**config.mk**
```make
export PLATFORM = sky130hd
export DESIGN_NAME = mse_ctrl
export DESIGN_NICKNAME = d
export VERILOG_FILES = /design/src/design/mse_pkg.sv /design/src/design/mse_ctrl.sv
export SDC_FILE = /design/constraint.sdc
export NUM_CORES = 1
export LEC_CHECK = 0
export ABC_AREA = 1
export BUFFER_PORTS_ARGS = -buffer_cell sky130_fd_sc_hd__buf_2
export CORE_AREA = 8 8 45 47
export CTS_CLUSTER_SIZE = 30
export DETAILED_ROUTE_END_ITERATION = 8
export DIE_AREA = 0 0 53 55
export RECOVER_POWER = 50
export SETUP_SLACK_MARGIN = 0.15
export SLEW_MARGIN = 20
export SYNTH_ARGS = -nofsm -noshare
export SYNTH_HDL_FRONTEND = slang
export SYNTH_SLANG_ARGS = --single-unit
```
**constraint.sdc**
```tcl
create_clock -name clk -period 1.1 [get_ports clk]
set_input_delay 0.165 -clock clk [delete_from_list [all_inputs] [get_ports clk]]
set_output_delay 0.165 -clock clk [all_outputs]
set_load 0.02 [all_outputs]
```
**src/design/mse_pkg.sv**
```systemverilog
`default_nettype none

package mse_pkg;

	localparam int MAX_ITEMS_DEF = 64;
	localparam int WORD_BITS_DEF = 32;

	typedef struct packed {
		logic accept_in;
		logic run_first;
		logic run_setup;
		logic merge;
		logic emit_init;
		logic emit_read;
		logic emit_load;
	} cmd_t;

	typedef struct packed {
		logic last_accepted;
		logic width_lt_n;
		logic run_done;
		logic pass_done;
		logic out_free;
		logic emit_last;
	} status_t;

endpackage

`default_nettype wire

```
**src/design/mse_ctrl.sv**
```systemverilog
`default_nettype none

module mse_ctrl (
	input  wire logic             clk,
	input  wire logic             arst_n,
	input  wire mse_pkg::status_t sts,
	output mse_pkg::cmd_t         cmd
);

	localparam logic [2:0] S_LOAD  = 3'd0;
	localparam logic [2:0] S_PASS  = 3'd1;
	localparam logic [2:0] S_SETUP = 3'd2;
	localparam logic [2:0] S_MERGE = 3'd3;
	localparam logic [2:0] S_ERD   = 3'd4;
	localparam logic [2:0] S_EWR   = 3'd5;

	logic [2:0] state_q;
	logic [2:0] state_d;

	always_comb begin
		cmd     = '0;
		state_d = state_q;
		unique case (state_q)
			S_LOAD: begin
				cmd.accept_in = 1'b1;
				if (sts.last_accepted) begin
					state_d = S_PASS;
				end
			end
			S_PASS: begin
				if (sts.width_lt_n) begin
					cmd.run_first = 1'b1;
					state_d       = S_SETUP;
				end else begin
					cmd.emit_init = 1'b1;
					state_d       = S_ERD;
				end
			end
			S_SETUP: begin
				cmd.run_setup = 1'b1;
				state_d       = S_MERGE;
			end
			S_MERGE: begin
				cmd.merge = 1'b1;
				if (sts.run_done) begin
					state_d = sts.pass_done ? S_PASS : S_SETUP;
				end
			end
			S_ERD: begin
				cmd.emit_read = 1'b1;
				state_d       = S_EWR;
			end
			S_EWR: begin
				cmd.emit_load = 1'b1;
				if (sts.out_free) begin
					state_d = sts.emit_last ? S_LOAD : S_ERD;
				end
			end
			default: begin
				state_d = S_LOAD;
			end
		endcase
	end

	always_ff @(posedge clk or negedge arst_n) begin
		if (!arst_n) begin
			state_q <= S_LOAD;
		end else begin
			state_q <= state_d;
		end
	end

endmodule

`default_nettype wire

```
Word level (Yosys, flattened, before mapping). Cells that the tools add are included.

Equal/unequal tests: 8. Mux-type cells: 16. Reduce and logical (&&, ||, !) cells: 2.

Operators by type and width (count): $pmux W3 S6 (1); $mux W3 (5); $mux W1 (9); $eq A3 B2 Y1 const B (2); $eq A3 B3 Y1 const B (2); $ne A2 B2 Y1 const B (3); $eq A3 B1 Y1 const B (1); $logic_not A3 Y1 (1); $reduce_and A3 Y1 (1); $mux W2 (1).

Register bits: 3. Input port bits: 8. Output and inout port bits: 7. Word-level logic and storage cells: 27.

Longest topological paths before layout. Gate-level depths: netlist (run 1).

Word-level depth: 3. Gate-level depth with buffers: 8. Depth with buffers taken out: 7.

Worst setup path after synthesis (run 1). Ideal clock, no wire load.

Kind: register to register. From: register state_q[2]. To: register state_q[1]. Library setup time: 0.076 ns. Data arrival time: 1.011 ns. Required time: 1.024 ns. Slack: 0.013 ns. Cell stages (with the launch flop): 6. Path buffers: 0. Period minus slack after synthesis: 1.087 ns. Cell sequence: dfrtp_1 -> inv_2 -> nand3_1 -> nor2_2 -> nor2_1 -> o21ai_1.

Word-level cells in the longest chain between the ends: 3. Elaborated cells on any way between the ends: 11. Classes of those cells: 8 x eq/ne; 1 x mux; 2 x reduce/logical.

Ends and longest elaborated chain: start: declaration (line mse_ctrl.sv:17) `logic [2:0] state_q;`; start signal: assignment (line mse_ctrl.sv:69) `state_q <= state_d;`; $eq A3 B2 Y1 (tied with other cells) (line mse_ctrl.sv:23) `unique case (state_q)`; $ne A2 B2 Y1 (no line); $reduce_and A3 Y1 (no line).

Several ways; a longest one is shown, not always the timed one. A chain may end at the register's enable or synchronous reset.

==> results.toml, run 1 <==
[worst_hold_path]
hold_path.class = "primary input to register"
worstHoldStart = "sts[3]"

[die]
die_area_sq_um = 2920
die_h_um = 55
fp.dieW_um = 53
start_util_pct = 20.6
core_sq_um = 1380
fp-row-count = 14
ios = 15

[timing]
rsz0062_at_grt = "true"
max_freq_mhz = 799
fin_hold_ws_ns = 0.218
slew_violations = 0
post-route-period-util_pct = 114
final.setup.worst_slack_ns = -0.152
tns_ns = -0.969
slew_headroom_pct = 86.2
hold_viol = 0
worst_pin_slew_ns = 0.207
skew_ns = 0.000418
period_minus_slack_ns = 1.25
setup_viol = 8

[layout]
seqCellArea_sq_um = 77.6
finish.utilization_pct = 41.1
layout_common_cells = "buf_6, inv_1, buf_4, nand2_1, buf_2"
syn2layout_area_growth_pct = 99.6
final_common_cell = "buf_6"
drive_above_1_share_pct = 61.6
regMostFlops = "state_q"
largestRegisters = "state_q x3"
nNetsFinal = 82
largest_reg_flops = 3
fillers = 153
diodes = 0
multi_input_area_sq_um = 196

[logic_synthesis]
yosys.area_share.simple_pct = 43.4
synth_fa_ha_area_share_pct = 0
synth.avg_cell_area_sq_um = 6.20
netlist_area_sq_um = 285
synth_mux_area_share_pct = 0
synthCells = 46
synth_seq_area_share_pct = 26.3
synth_top_family_by_area = "simple AND/OR/NAND/NOR gates"
ys_types = 14
yosysWarnings = 0
synth_compound_area_share_pct = 10.5
synth-seq-cells = 3
synthXorXnorAreaFrac_pct = 0
syn-num-nets = 54

[power]
p_per_area_nw_per_um2 = 2600
p_leak_nw = 0.313
p_int_mw = 0.802
seq_power_share_pct = 18.1
ir_worst_vdd_uv = 1080
p_total_mw = 1.48
clockPowerShare_pct = 13.3
swShare_pct = 45.8
p_switching_mw = 0.678
comb_power_share_pct = 68.7

[detailed_routing]
wl_um = 906
viasPerCell = 4.11
drt_iter0_drc = 0
vias = 366
drc = 0
post_drt_wl_per_cell_um = 10.2
first_pass_iters = 1
drtAntennaViolNets = 0

[worst_setup_path]
rr_startpoint = "state_q[0]"
path_buf_inv = 2
crit_chain = "buf_4 > nand2_2 > nor2_4 > buf_6"
cpMaxStageDelayCell = "dfrtp_2"
startpoint = "state_q[1]"
required_ns = 0.94
end_kind = "output port"
critical_path_class = "register to output port"
critPathLaunchType = "register"
critPathMaxStageDelay_ns = 0.45
critical-path-top-delay-family = "flip-flops"
worst-path-max-fanout = 4
arrival_ns = 1.09

[global_routing]
grt_max_degree = 9
antenna_found_initial = 0
grt_pass1_wl_um = 1440
grt.total_usage_pct = 6.78
grt_pass1_vias = 377
overflow = 0

[clocking]
path_clk_slew_ns = 0.04
cts.sinks = 3
cts-root-buf = "clkbuf_4"
h-tree-depth = 1
worstSkewPairLatency_ns = 0.23
cts_tree = "yes"
cts_made_buffers = 3
clockBufferDepth = 2

[run_status]
violations = "negative setup slack"
status = "finished, violations left"

[placement]
pre_cts_ws_ns = -0.0181
io_buffers = 14
place.gp.congestion = 0.686
place_hpwl_um = 659

[run]
drv_cap = 0
cells by family (layout without fill, tap and decap cells):
group | after synthesis | after routing
AOI/OAI and AO/OA | 6 | 6
buffers and inverters | 14 | 41
and+or+nand+nor | 23 | 23
DFF | 3 | 3
per-stage QoR:
stage	instance area, sq um	cells
finish	569	89
global route	569	89
CTS	543	86
detailed placement	398	78
global placement	398	78
floorplan	297	46
repair_timing:
action                                  in CTS  in global routing
setup buffers                                3                  3
hold buffers                                 1                  0
endpoints found under the setup margin      10                 10
hold endpoints to repair                     3                  0
cloned                                       0                  0
gates resized for setup                     25                  2
pin swaps                                    3                  2
layout make-up:
class | count | share of cell area (%)
Multi-Input combinational cell | 29 | 34.5
Tap cell | 16 | 3.52
Inverter | 13 | 9.01
Clock buffer | 4 | 4.62
Timing Repair Buffer | 24 | 34.7
Sequential cell | 3 | 13.6
worst register-to-register path: cells and delay by family (launching register included):
family,cells,cell delay (ns)
buffers and inverters,1,0.13
AND/OR/NAND/NOR,6,0.39
flip-flops,1,0.48
cells in the mapped netlist (all sizes together):
| master | instances | area [sq um] |
|---|---|---|
| a21oi | 2 | 10.0 |
| o21ai | 4 | 20.0 |
| nor2 | 7 | 38.8 |
| nand3 | 4 | 30.0 |
| inv | 13 | 48.8 |
| nand4 | 2 | 12.5 |
| dfrtp | 3 | 75.1 |
| buf | 1 | 7.51 |
| nand2 | 10 | 42.5 |
power by group through the flow:
stage | sequential, mW | combinational (mW) | clock, mW
floorplan | 0.209 | 0.530 | 0
global placement | 0.241 | 0.691 | 0
CTS | 0.268 | 0.962 | 0.206
global route | 0.281 | 1.12 | 0.209
detailed placement | 0.247 | 0.694 | 0
finish | 0.267 | 1.02 | 0.196
path summary, 6_finish.rpt:
| check | endpoint | slack, ns | cells after the start |
|---|---|---|---|
| min in group asynchronous | state_q[1] | 0.27 | 2 |
| hold reg to reg | state_q[1] | 0.73 | 4 |
| setup / recovery | cmd[4] | -0.15 | 4 |
| setup reg to reg | state_q[2] | -0.01 | 7 |
| max in group asynchronous | state_q[0] | 0.67 | 2 |
| hold / removal | state_q[1] | 0.22 | 4 |
routing by layer:
metal / vias up / GRT usage [%] / part of all wire [%]
met5: - / 0 / 0
met4: 0 / 3.88 / 0
met3: 0 / 2.67 / 5.0
met2: 9 / 11.5 / 57
met1: 166 / 7.01 / 38
li1: 191 / - / -
Power figures use the tool's default switching activity.
==> run 2: changes to the inputs <==
Settings changed: SKIP_CTS_REPAIR_TIMING set to 1, TNS_END_PERCENT set to 50.
==> results.toml, run 2 (same netlist as run 1, synthesis figures left out) <==
[run_status]
status = "finished, violations left"
violations = "negative setup slack"

[placement]
placedCellCount = 77
place.gp.congestion = 0.703
place_hpwl_um = 639
io_buffers = 14
pre_cts_ws_ns = -0.0242

[clocking]
h-tree-depth = 1
clockBufferDepth = 2
cts.sinks = 3
worstSkewPairLatency_ns = 0.23
cts_made_buffers = 3
path_clk_slew_ns = 0.04
cts_tree = "yes"
cts-root-buf = "clkbuf_4"

[layout]
largest_reg_flops = 3
syn2layout_area_growth_pct = 73.7
regMostFlops = "state_q"
drive_above_1_share_pct = 52.9
final_common_cell = "inv_1"
diodes = 0
largestRegisters = "state_q x3"
layout_common_cells = "inv_1, nand2_1, buf_2, buf_6, buf_4"
nNetsFinal = 77
layout.cells.non_filler = 84

[detailed_routing]
vias = 344
first_pass_iters = 2
drtAntennaViolNets = 0
wl_um = 839
post_drt_wl_per_cell_um = 9.99
drc = 0
viasPerCell = 4.10
drt_iter0_drc = 4

[worst_setup_path]
critical_path_class = "register to output port"
critical-path-top-delay-family = "flip-flops"
end_kind = "output port"
critPathLaunchType = "register"
cpMaxStageDelayCell = "dfrtp_2"
crit_chain = "inv_2 > nand3_2 > nor2_4 > buf_6"
path_buf_inv = 2
critPathMaxStageDelay_ns = 0.44
required_ns = 0.94
arrival_ns = 1.11
worst-path-max-fanout = 5

[die]
start_util_pct = 20.6
die_area_sq_um = 2920
fp-row-count = 14
ios = 15
die_h_um = 55
fp.dieW_um = 53
core_sq_um = 1380

[timing]
skew_ns = 0.00165
setup_viol = 7
rsz0062_at_grt = "true"
hold_viol = 0
tns_ns = -1.07
period_minus_slack_ns = 1.28
slew_headroom_pct = 87.2
slew_violations = 0
fin_hold_ws_ns = 0.216
worst_pin_slew_ns = 0.192
final.setup.worst_slack_ns = -0.179
post-route-period-util_pct = 116
max_freq_mhz = 782

[global_routing]
grt.total_usage_pct = 5.91
antenna_found_initial = 0
grt_pass1_wl_um = 1210
grt_pass1_vias = 328
grt_max_degree = 10
overflow = 0

[run]
drv_cap = 0

[worst_hold_path]
hold_path.class = "primary input to register"

[power]
p_leak_nw = 0.285
p_per_area_nw_per_um2 = 2620
ir_worst_vdd_uv = 806
-- run 2: final cells by class --
cell class	instances	area [sq um]
Tap cell	16	20.0
Fill cell	156	888
Clock buffer	4	26.3
Sequential cell	3	77.6
Multi-Input combinational cell	29	174
Inverter	13	48.8
Timing Repair Buffer	19	149
-- run 2: path summary, 6_finish.rpt --
check / from / endpoint / cells after the start / slack (ns)
worst max-delay path: state_q[1] / cmd[5] / 4 / -0.18
worst max register to register: state_q[0] / state_q[2] / 6 / 0.01
worst min register to register: state_q[1] / state_q[0] / 3 / 0.70
min in group asynchronous: arst_n / state_q[1] / 2 / 0.26
worst min-delay path: sts[3] / state_q[1] / 4 / 0.22
max in group asynchronous: arst_n / state_q[0] / 2 / 0.67
-- run 2: worst min-delay path: cells and delay by family --
family | cells | cell delay, ns
simple gates | 1 | 0.07
buf+inv | 2 | 0.12
compound gates | 1 | 0.06
-- run 2: through the flow --
step           power [mW]  util [%]  area, sq um
2_1_floorplan       0.728         -          297
4_1_cts              1.10      30.1          417
5_1_grt              1.42      35.8          495
3_3_place_gp        0.896      28.2          390
3_5_place_dp        0.897      28.2          390
6_report             1.30      35.8          495
-- run 2: power by group --
part	total, mW	switching, mW	internal [mW]
registers	0.261	0.0959	0.165
logic	0.845	0.456	0.389
clock network	0.193	0.0567	0.136
-- run 2: routing by layer --
layer / wire length [um] / global-route usage (%) / vias up
met5: 0 / 0 / -
met4: 19 / 7.76 / 0
met3: 55 / 1.87 / 2
met2: 460 / 8.98 / 8
met1: 302 / 5.65 / 151
li1: - / - / 183
